**config.mk**
```make
export PLATFORM = sky130hd
export DESIGN_NAME = rational_add_reduce_top
export DESIGN_NICKNAME = d
export VERILOG_FILES = /design/src/rtl/rar_pkg.sv /design/src/rtl/rational_add_reduce_top.sv
export SDC_FILE = /design/constraint.sdc
export NUM_CORES = 1
export LEC_CHECK = 0
export BUFFER_PORTS_ARGS = -buffer_cell sky130_fd_sc_hd__buf_2
export CAP_MARGIN = 20
export CORE_MARGIN = 2
export CORE_UTILIZATION = 29
export CTS_CLUSTER_DIAMETER = 200
export CTS_CLUSTER_SIZE = 10
export DETAILED_ROUTE_END_ITERATION = 10
export GPL_TIMING_DRIVEN = 0
export MAX_ROUTING_LAYER = met4
export PLACE_DENSITY = 0.42
export RECOVER_POWER = 50
export SLEW_MARGIN = 20
export SYNTH_ARGS = -nofsm -noshare
export SYNTH_HDL_FRONTEND = slang
export SYNTH_SLANG_ARGS = --single-unit
```
**constraint.sdc**
```tcl
create_clock -name clock -period 20.1 [get_ports clock]
set_input_delay 4.02 -clock clock [delete_from_list [all_inputs] [get_ports clock]]
set_output_delay 4.02 -clock clock [all_outputs]
set_load 0.01 [all_outputs]
```
**src/rtl/rar_pkg.sv**
```systemverilog
// Shared types and constants for the rational add-and-reduce block.
// No dependencies; imported by rational_add_reduce_top.
package rar_pkg;

   // Width of each signed input field
   localparam int OPERAND_WIDTH = 16;

   // Magnitude of one cross product sum (sum of two products of W-bit magnitudes of at most 2**(W-1))
   localparam int MAG_W = 2 * OPERAND_WIDTH;

   // Output field widths
   localparam int NUM_OUT_W = 32;
   localparam int DEN_OUT_W = 31;

   // Iteration counter for the bit-serial divider
   localparam int CNT_W = $clog2(MAG_W + 1);

   // Sequencer states
   typedef enum logic [3:0] {
      ST_IDLE,
      ST_MUL1,
      ST_MUL2,
      ST_MUL3,
      ST_SUM,
      ST_TWOS,
      ST_STRIP,
      ST_LOOP,
      ST_DIVN,
      ST_DIVD,
      ST_WRITE
   } state_type;

   // Magnitude of a two's complement operand; the most negative value
   // maps to its full magnitude, which still fits unsigned in W bits.
   function automatic logic [OPERAND_WIDTH-1:0] mag_of(input logic [OPERAND_WIDTH-1:0] v);
      logic [OPERAND_WIDTH-1:0] neg_v;
      neg_v = ~v + 1'b1;
      return v[OPERAND_WIDTH-1] ? neg_v : v;
   endfunction

endpackage

```
**src/rtl/rational_add_reduce_top.sv**
```systemverilog
// Rational fraction adder with reduction to lowest terms.
// Depends on rar_pkg for widths, the state type and the magnitude helper.

// Adds two signed fractions and returns the sum as a sign plus reduced
// numerator and denominator magnitudes. One request word is taken at a
// time; req_ready is low while it is being worked on. Steps, from the
// accept cycle to the response word: accept, three multiplies on a
// single shared multiplier, the sum, removal of the common power of two,
// shifts that make the first GCD term odd, then a binary GCD (one halve,
// swap or subtract per cycle, ending on the cycle that finds both terms
// equal), then two exact bit-serial divisions by the GCD, all on one
// shared subtractor, and the load of the response register, which waits
// while the response slot is full. A zero denominator skips straight to
// the response write; a zero sum skips the GCD and divisions.
// The response register holds a finished word until it is taken, so the
// next request can be accepted meanwhile.
module rational_add_reduce_top import rar_pkg::*; (
   input  logic                            clock,
   input  logic                            reset,
   input  logic                            req_valid,
   output logic                            req_ready,
   input  logic signed [OPERAND_WIDTH-1:0] req_a_num,
   input  logic signed [OPERAND_WIDTH-1:0] req_a_den,
   input  logic signed [OPERAND_WIDTH-1:0] req_b_num,
   input  logic signed [OPERAND_WIDTH-1:0] req_b_den,
   output logic                            rsp_valid,
   input  logic                            rsp_ready,
   output logic                            rsp_negative,
   output logic [NUM_OUT_W-1:0]            rsp_sum_num,
   output logic [DEN_OUT_W-1:0]            rsp_sum_den,
   output logic                            rsp_den_error
);

   state_type state_ff, state_in;

   // Operand registers
   logic                     sa_ff, sb_ff;
   logic [OPERAND_WIDTH-1:0] ma_ff, da_ff, mb_ff, db_ff;
   logic [MAG_W-1:0]         t1_ff, t2_ff;

   // Working registers: n/d hold numerator and denominator, then quotients
   logic                     neg_ff, err_ff;
   logic [MAG_W-1:0]         n_ff, d_ff, x_ff, y_ff, rem_ff;
   logic [CNT_W-1:0]         cnt_ff;

   // Response register
   logic                     rsp_valid_ff, rsp_neg_ff, rsp_err_ff;
   logic [MAG_W-1:0]         rsp_num_ff, rsp_den_ff;

   // Shared multiplier and subtractor
   logic [OPERAND_WIDTH-1:0] mul_a, mul_b;
   logic [MAG_W-1:0]         mul_res;
   logic [MAG_W:0]           sub_a;
   logic [MAG_W-1:0]         sub_b;
   logic [MAG_W+1:0]         sub_res;
   logic                     sub_borrow;
   logic                     sub_zero;

   // Sum of the cross products
   logic                     same_sign, t1_ge;
   logic [MAG_W-1:0]         sum_mag;
   logic                     sum_neg;

   logic                     in_fire, den_zero, slot_free, div_last;

   assign in_fire   = req_valid && req_ready;
   assign den_zero  = (req_a_den == '0) || (req_b_den == '0);
   assign slot_free = !rsp_valid_ff || rsp_ready;
   assign div_last  = (cnt_ff == CNT_W'(MAG_W - 1));

   assign mul_res    = MAG_W'(mul_a) * MAG_W'(mul_b);
   assign sub_res    = {1'b0, sub_a} - {2'b00, sub_b};
   assign sub_borrow = sub_res[MAG_W+1];
   assign sub_zero   = (sub_res == '0);

   assign same_sign = (sa_ff == sb_ff);
   assign t1_ge     = (t1_ff >= t2_ff);

   // Signed add of the two cross products
   always_comb begin
      if (same_sign) begin
         sum_mag = t1_ff + t2_ff;
         sum_neg = sa_ff;
      end else if (t1_ge) begin
         sum_mag = t1_ff - t2_ff;
         sum_neg = sa_ff;
      end else begin
         sum_mag = t2_ff - t1_ff;
         sum_neg = sb_ff;
      end
   end

   // Control outputs and shared unit operand selection
   always_comb begin
      req_ready = (state_ff == ST_IDLE);
      mul_a     = ma_ff;
      mul_b     = db_ff;
      sub_a     = {1'b0, y_ff};
      sub_b     = x_ff;
      unique case (state_ff)
         ST_MUL2: begin
            mul_a = mb_ff;
            mul_b = da_ff;
         end
         ST_MUL3: begin
            mul_a = da_ff;
            mul_b = db_ff;
         end
         ST_DIVN: sub_a = {rem_ff, n_ff[MAG_W-1]};
         ST_DIVD: sub_a = {rem_ff, d_ff[MAG_W-1]};
         default: ;
      endcase
   end

   // Next state
   always_comb begin
      state_in = state_ff;
      unique case (state_ff)
         ST_IDLE:  if (in_fire) state_in = den_zero ? ST_WRITE : ST_MUL1;
         ST_MUL1:  state_in = ST_MUL2;
         ST_MUL2:  state_in = ST_MUL3;
         ST_MUL3:  state_in = ST_SUM;
         ST_SUM:   state_in = (sum_mag == '0) ? ST_WRITE : ST_TWOS;
         ST_TWOS:  if (n_ff[0] || d_ff[0]) state_in = ST_STRIP;
         ST_STRIP: if (x_ff[0]) state_in = ST_LOOP;
         ST_LOOP:  if (y_ff[0] && !sub_borrow && sub_zero) state_in = ST_DIVN;
         ST_DIVN:  if (div_last) state_in = ST_DIVD;
         ST_DIVD:  if (div_last) state_in = ST_WRITE;
         ST_WRITE: if (slot_free) state_in = ST_IDLE;
         default:  state_in = ST_IDLE;
      endcase
   end

   always_ff @(posedge clock) begin
      if (reset) state_ff <= ST_IDLE;
      else       state_ff <= state_in;
   end

   // Datapath
   always_ff @(posedge clock) begin
      unique case (state_ff)
         ST_IDLE: begin
            if (in_fire) begin
               ma_ff  <= mag_of(req_a_num);
               da_ff  <= mag_of(req_a_den);
               mb_ff  <= mag_of(req_b_num);
               db_ff  <= mag_of(req_b_den);
               sa_ff  <= req_a_num[OPERAND_WIDTH-1] ^ req_a_den[OPERAND_WIDTH-1];
               sb_ff  <= req_b_num[OPERAND_WIDTH-1] ^ req_b_den[OPERAND_WIDTH-1];
               err_ff <= den_zero;
               neg_ff <= 1'b0;
               n_ff   <= '0;
               d_ff   <= '0;
            end
         end
         ST_MUL1: t1_ff <= mul_res;
         ST_MUL2: t2_ff <= mul_res;
         ST_MUL3: d_ff  <= mul_res;
         ST_SUM: begin
            // zero sum reads as 0/1, positive
            if (sum_mag == '0) begin
               n_ff   <= '0;
               d_ff   <= MAG_W'(1);
               neg_ff <= 1'b0;
            end else begin
               n_ff   <= sum_mag;
               neg_ff <= sum_neg;
            end
         end
         ST_TWOS: begin
            // strip the common power of two from both terms
            if (!n_ff[0] && !d_ff[0]) begin
               n_ff <= n_ff >> 1;
               d_ff <= d_ff >> 1;
            end else begin
               x_ff <= n_ff;
               y_ff <= d_ff;
            end
         end
         ST_STRIP: if (!x_ff[0]) x_ff <= x_ff >> 1;
         ST_LOOP: begin
            // binary GCD on odd x: halve y, swap, or subtract
            if (!y_ff[0]) begin
               y_ff <= y_ff >> 1;
            end else if (sub_borrow) begin
               x_ff <= y_ff;
               y_ff <= x_ff;
            end else if (sub_zero) begin
               rem_ff <= '0;
               cnt_ff <= '0;
            end else begin
               y_ff <= sub_res[MAG_W-1:0];
            end
         end
         ST_DIVN: begin
            // restoring division, quotient shifts into n
            n_ff <= {n_ff[MAG_W-2:0], !sub_borrow};
            if (div_last) begin
               rem_ff <= '0;
               cnt_ff <= '0;
            end else begin
               rem_ff <= sub_borrow ? sub_a[MAG_W-1:0] : sub_res[MAG_W-1:0];
               cnt_ff <= cnt_ff + 1'b1;
            end
         end
         ST_DIVD: begin
            rem_ff <= sub_borrow ? sub_a[MAG_W-1:0] : sub_res[MAG_W-1:0];
            d_ff   <= {d_ff[MAG_W-2:0], !sub_borrow};
            cnt_ff <= cnt_ff + 1'b1;
         end
         default: ;
      endcase
   end

   // Response register
   always_ff @(posedge clock) begin
      if (reset) begin
         rsp_valid_ff <= 1'b0;
      end else if (state_ff == ST_WRITE && slot_free) begin
         rsp_valid_ff <= 1'b1;
      end else if (rsp_ready) begin
         rsp_valid_ff <= 1'b0;
      end
   end

   always_ff @(posedge clock) begin
      if (state_ff == ST_WRITE && slot_free) begin
         rsp_neg_ff <= neg_ff;
         rsp_num_ff <= n_ff;
         rsp_den_ff <= d_ff;
         rsp_err_ff <= err_ff;
      end
   end

   assign rsp_valid     = rsp_valid_ff;
   assign rsp_negative  = rsp_neg_ff;
   assign rsp_sum_num   = NUM_OUT_W'(rsp_num_ff);
   assign rsp_sum_den   = DEN_OUT_W'(rsp_den_ff);
   assign rsp_den_error = rsp_err_ff;

endmodule

```
=== After elaboration in Yosys (flattened, before gate mapping) ===
Cells that the tools add are included.

* Output and inout port bits: 67
* Logic and storage cells: 161
* Bits of input ports: 68
* Bits in registers: 368

* Equality and inequality tests: 28
* $mul: 1
* $lt $le $gt $ge: 1
* $add $sub $neg: 9
* Reductions and logical operators: 34
* Bitwise gates (word level): 6
* Multiplexer cells: 54

{| class="wikitable"
|+ Operators by type and width
! cell !! number
|-
| $mux W32 || 20
|-
| $pmux W32 S3 || 2
|-
| $pmux W32 S5 || 1
|-
| $pmux W32 S4 || 1
|-
| $pmux W33 S2 || 1
|-
| $add A16 B1 Y16 const B || 4
|-
| $not A16 Y16 || 4
|-
| $pmux W32 S2 || 1
|-
| $sub A32 B32 Y32 || 2
|-
| $mux W15 || 4
|-
| $pmux W4 S11 || 1
|-
| $mux W4 || 9
|-
| $logic_not A34 Y1 || 1
|-
| $sub A33 B32 Y34 || 1
|-
| $add A32 B32 Y32 || 1
|-
| $ge A32 B32 Y1 || 1
|-
| $logic_not A16 Y1 || 2
|-
| $logic_not A32 Y1 || 1
|-
| $mul A16 B16 Y32 || 1
|-
| $pmux W16 S2 || 1
|-
| $ne A2 B2 Y1 const B || 14
|-
| $mux W6 || 4
|-
| $pmux W6 S3 || 1
|-
| $eq A4 B3 Y1 const B || 4
|-
| 25 further kinds || 51
|}

=== Depth between registers and ports, before layout ===
* Depth in word-level cells: 8
* Depth in mapped cells: 33
* Gate-level depth less buffers: 31

=== Worst setup path after synthesis ===
OpenSTA, ideal clock, no wires.

* Kind: reg2reg
* Start: register state_ff[1]
* End: register d_ff[25], data pin
* Setup slack: 12.058 ns
* Path buffers: 1
* Cell stages (with the launch flop): 30
* Arrival: 7.788 ns
* Clock period less this slack: 8.042 ns
* Required time: 19.846 ns
* Cell sequence: dfxtp_1 inv_1 nor2_1 nand2_1 inv_2 buf_1 mux2i_1 nor2_1 fa_1 ha_1 inv_1 fa_1 fa_1 inv_1 fa_1 inv_1 fa_1 inv_1 ha_1 a21o_1 a21o_1 a21o_1 a311oi_1 o211ai_1 a21oi_1 nand2b_1 a21boi_0 a41o_1 xor2_1 a21o_1

* Cells in the longest elaborated chain, start to end: 4
* Elaborated cells between the ends (all ways): 10

{| class="wikitable"
|+ Ends and longest elaborated chain
! item !! RTL line !! text
|-
| from (decl) || rational_add_reduce_top.sv:34 || <nowiki>state_type state_ff, state_in;</nowiki>
|-
| from (signal assigned) || rational_add_reduce_top.sv:136 || <nowiki>else state_ff <= state_in;</nowiki>
|-
| $eq A4 B2 Y1 || rational_add_reduce_top.sv:100 || <nowiki>unique case (state_ff)</nowiki>
|-
| $pmux W16 S2 or $mux W16 (tied branches) || rational_add_reduce_top.sv:100 ||
|-
| $mul A16 B16 Y32 (*) || rational_add_reduce_top.sv:71 || <nowiki>assign mul_res = MAG_W'(mul_a) * MAG_W'(mul_b);</nowiki>
|-
| net mul_res[25] || rational_add_reduce_top.sv:52 || <nowiki>logic [MAG_W-1:0] mul_res;</nowiki>
|-
| $pmux W32 S5 (*) || rational_add_reduce_top.sv:141 || <nowiki>unique case (state_ff)</nowiki>
|-
| to (signal assigned) || rational_add_reduce_top.sv:158 || <nowiki>ST_MUL3: d_ff <= mul_res;</nowiki>
|-
| to (signal assigned) || rational_add_reduce_top.sv:174 || <nowiki>d_ff <= d_ff >> 1;</nowiki>
|-
| to (signal assigned) || rational_add_reduce_top.sv:208 || <nowiki>d_ff <= {d_ff[MAG_W-2:0], !sub_borrow};</nowiki>
|-
| to (decl) || rational_add_reduce_top.sv:43 || <nowiki>logic [MAG_W-1:0] n_ff, d_ff, x_ff, y_ff, rem_ff;</nowiki>
|}

The timed path passes the listed nets; every way through them passes the cells marked *.
A chain may end at the register's enable or synchronous reset.

=== Worst setup path after layout ===
* Start: register state_ff[1]
* End: register t2_ff[31], data pin

* Cells in the longest elaborated chain, start to end: 3
* Elaborated cells between the ends (all ways): 5

{| class="wikitable"
|+ Ends and longest elaborated chain
! item !! RTL line !! text
|-
| $eq A4 B2 Y1 || rational_add_reduce_top.sv:100 ||
|-
| $pmux W16 S2 or $mux W16 (tied branches) || rational_add_reduce_top.sv:100 ||
|-
| $mul A16 B16 Y32 (*) || rational_add_reduce_top.sv:71 ||
|-
| net mul_res[31] || rational_add_reduce_top.sv:52 ||
|-
| to (signal assigned) || rational_add_reduce_top.sv:157 || <nowiki>ST_MUL2: t2_ff <= mul_res;</nowiki>
|-
| to (decl) || rational_add_reduce_top.sv:39 || <nowiki>logic [MAG_W-1:0] t1_ff, t2_ff;</nowiki>
|}

Marks and branches as above.

==> metrics.yaml <==
grt_first_pass_wirelength_um: 195000
cts_resized: 0
antenna_left: 0
grt_use_met2_pct: 33.7
synth-compound-area-share_pct: 18.0
ys.flop_type: "edfxtp_1"
synthSimpleGateAreaFrac_pct: 15.6
worst_r2r_path_depth: 28
r2r-end: "t2_ff[31]$_DFFE_PN_"
io_buffers: 131
yosysUniqueCellTypes: 96
crit_fanout: 21
cts-buffers-inserted: 43
fmax_ghz: 0.0965
cts_tree: "built"
dpl.hpwl_um: 109000
ctsHtreeMaxLevel: 2
synth_top_cell_by_area: "edfxtp_1"
cp.arrival_ns: 10.73
wl_per_cell_um: 25.5
drive_gt1_share_pct: 7.69
hold_end: "rsp_den_error$_DFFE_PP_"
synth.avg_cell_area_sq_um: 9.32
cp-start-kind: "register"
use_met1_pct: 33.3
hp-start: "err_ff$_DFFE_PP_"
clk_path_buf_depth: 3
finClkSkew_ns: 0.0574
grt-ovfl-total: 0
synth_xor_area_share_pct: 3.22
cts_setup_buffers: 0
route.detailed.drc: 0
cts-root-buf: "clkbuf_16"
max_cap_viol_count: 3
grt_max_degree: 49
critPathRequiredTime_ns: 20.47
hold_path_depth: 0
grt_pass1_vias: 27800
clk_latency_ns: 0.64
crit_buf_inv: 6
synthAdderAreaFrac_pct: 21.0
dr.pass1.iters: 6
die_area_sq_um: 116000
finalCriticalPeriod_ns: 10.36
gp_congestion: 0.951
async_reset_ff_share_pct: 0
fp.dieH_um: 341
fin_setup_tns_ns: 0
final-setup-viol-count: 0
worst_pin_slew_ns: 2.79
synth_top_family_by_area: "adder cells"
antenna_found_initial: 14
cts_sinks: 368
synth-edff-count: 363
synth_area_sq_um: 32900
cp_slowest_stage_delay_ns: 1.17
syn-num-nets: 4033
core_area_sq_um: 112000
cp-end-kind: "register"
gr-usage-met3_pct: 4.36
busiest_layer: "met2"
start_util_pct: 29.3
synthCells: 3532
syn2layout_area_growth_pct: 12.0
rsz0062_at_grt: "false"
grt_usage_pct: 23.3
regToRegStartpoint: "state_ff[1]$_SDFFE_PP0P_"
drt_iter0_drc: 2889
cp_top_family: "adder cells"
slew_headroom_pct: -85.9
ys_seq_elements: 368
hold_viol: 0
clk_pin_slew_worst_paths_ns: 0.06
wirelength_um: 134000
die_x_um: 341
yosysMostFrequentCell: "nand2_1"
rows: 123
dr_total_vias: 28300
yosys_warnings: 0
cp_slowest_cell: "clkbuf_1"
yosysTopAreaCellShare_pct: 33.1
cts.hold.buffers_added: 0
avgViaCountPerCell: 5.40
hp-class: "register to register"
synthMuxAreaShare_pct: 2.26
outcome: "finished, violations left"
r2r_slack_ns: 9.74
setup.worst_path.class: "register to register"
cpMostUsedCell: "fa_1"
nNetsFinal: 4228
fin_crit_sh_pct: 51.5
failed_checks: "capacitance limit, slew limit"
io_pins: 135
num-fill-cells: 11800
synth_commonest_cells: "422 x nand2_1, 388 x inv_1, 363 x edfxtp_1"
yosys-top-cells-area: "edfxtp_1 33%, fa_1 12%, ha_1 8.9%"
yosysSeqAreaShare_pct: 33.4
drv_slew: 118
-- layout make-up --
cell class                 instances  area [sq um]  share of cell area (%)
sequential                       368         11000                    29.8
antenna                            4          10.0                  0.0271
multi-input combinational       2604         19800                    53.7
tap                             1500          1880                    5.09
inverter                         391          1470                    3.98
buffer                           169           662                    1.79
clock inverter                     6          88.8                   0.241
clock buffer                      56          1120                    3.05
timing repair buffer             150           825                    2.24
-- how the worst max path moves through the flow --
| stage | slack, ns | start | to | cells past startpoint |
|---|---|---|---|---|
| floorplan | 12.06 | state_ff[1]$_SDFFE_PP0P_ | d_ff[25]$_DFFE_PP_ | 29 |
| global placement | 9.03 | state_ff[1]$_SDFFE_PP0P_ | d_ff[28]$_DFFE_PP_ | 29 |
| detailed placement | 10.48 | state_ff[1]$_SDFFE_PP0P_ | d_ff[25]$_DFFE_PP_ | 29 |
| CTS | 10.50 | state_ff[1]$_SDFFE_PP0P_ | d_ff[25]$_DFFE_PP_ | 29 |
| global route | 9.12 | state_ff[1]$_SDFFE_PP0P_ | t2_ff[31]$_DFFE_PN_ | 29 |
| finish | 9.74 | state_ff[1]$_SDFFE_PP0P_ | t2_ff[31]$_DFFE_PN_ | 28 |
-- flip-flops by register name, summed over array words and instances, names as in the netlist, 4 cells and up --
register     flops
rsp_sum_num     32
ma_ff           16
t1_ff           32
y_ff            32
t2_ff           32
sub_b           32
d_ff            32
db_ff           16
state_ff         4
da_ff           16
mb_ff           16
rsp_den_ff      31
rem_ff          32
cnt_ff           6
n_ff            32
-- routing by layer --
layer	part of all wire [%]	wire [um]
met1	47	63100
met3	8.0	10600
met2	42	56500
met5	0	0
met4	2.6	3410
-- cell usage in the layout (no fill, tap or decap), types with 12 or more instances in the layout --
master     netlist  final
a211o_1         14     14
a211oi_1        31     31
a21o_1          44     44
a21oi_1        220    220
a221o_1         33     33
a22oi_1         52     52
a31oi_1         22     22
and2_1          15     13
and3_1          47     47
buf_2           18    140
clkbuf_1       134    173
clkbuf_16        0     43
edfxtp_1       363    363
fa_1           198    198
ha_1           235    235
inv_1          388    389
mux2_2          32     32
mux2i_1         36     33
nand2_1        422    422
nand2b_1        49     49
nand3_1         52     52
nand3b_1        22     22
nand4_1         38     38
nor2_1         294    294
nor2b_1         18     18
nor3_1          66     64
o2111ai_1       13     13
o211ai_1        38     38
o21a_1          23     23
o21ai_0        164    166
o21bai_1        16     16
o221a_2         14     14
o221ai_1        22     17
o31ai_1         42     42
or3_1           26     26
or4_1           12     12
xnor2_1         98     98
xor2_1          23     23
-- cells by family (layout without fill, tap and decap cells) --
logic type | count (synthesis) | count (layout)
and+or+nand+nor | 1108 | 1108
muxes | 70 | 70
AOI/OAI and AO/OA | 872 | 872
adders and majority gates | 433 | 433
xor gates and xnor gates | 121 | 121
buffers and inverters | 560 | 772
other | 0 | 4
DFF | 368 | 368
-- worst reg2reg max path, delay by kind of cell, from the launching register on --
family	cells	cell delay, ns
AO/OA/AOI/OAI	8	1.85
multiplexers	1	0.83
AND/OR/NAND/NOR	5	1.02
buffers and inverters	6	2.31
XOR/XNOR	1	0.41
adder cells (fa/ha/maj)	7	3.14
flip-flops	1	0.54
-- per-stage QoR --
step	std cells	instance area [sq um]	worst slack, ns	utilization (%)	hold WS (ns)
5_1_grt	5247	36900	9.12	32.8	0.532
6_report	5248	36900	9.74	32.8	0.522
4_1_cts	5243	37000	10.50	32.9	0.539
3_5_place_dp	5181	35800	10.48	31.8	0.478
2_1_floorplan	3532	32900	12.06	-	0.400
3_3_place_gp	5163	35400	9.03	31.5	0.490
Power is not shown: default switching activity piles up to over one toggle a cycle in this logic, so the estimate is an artifact.
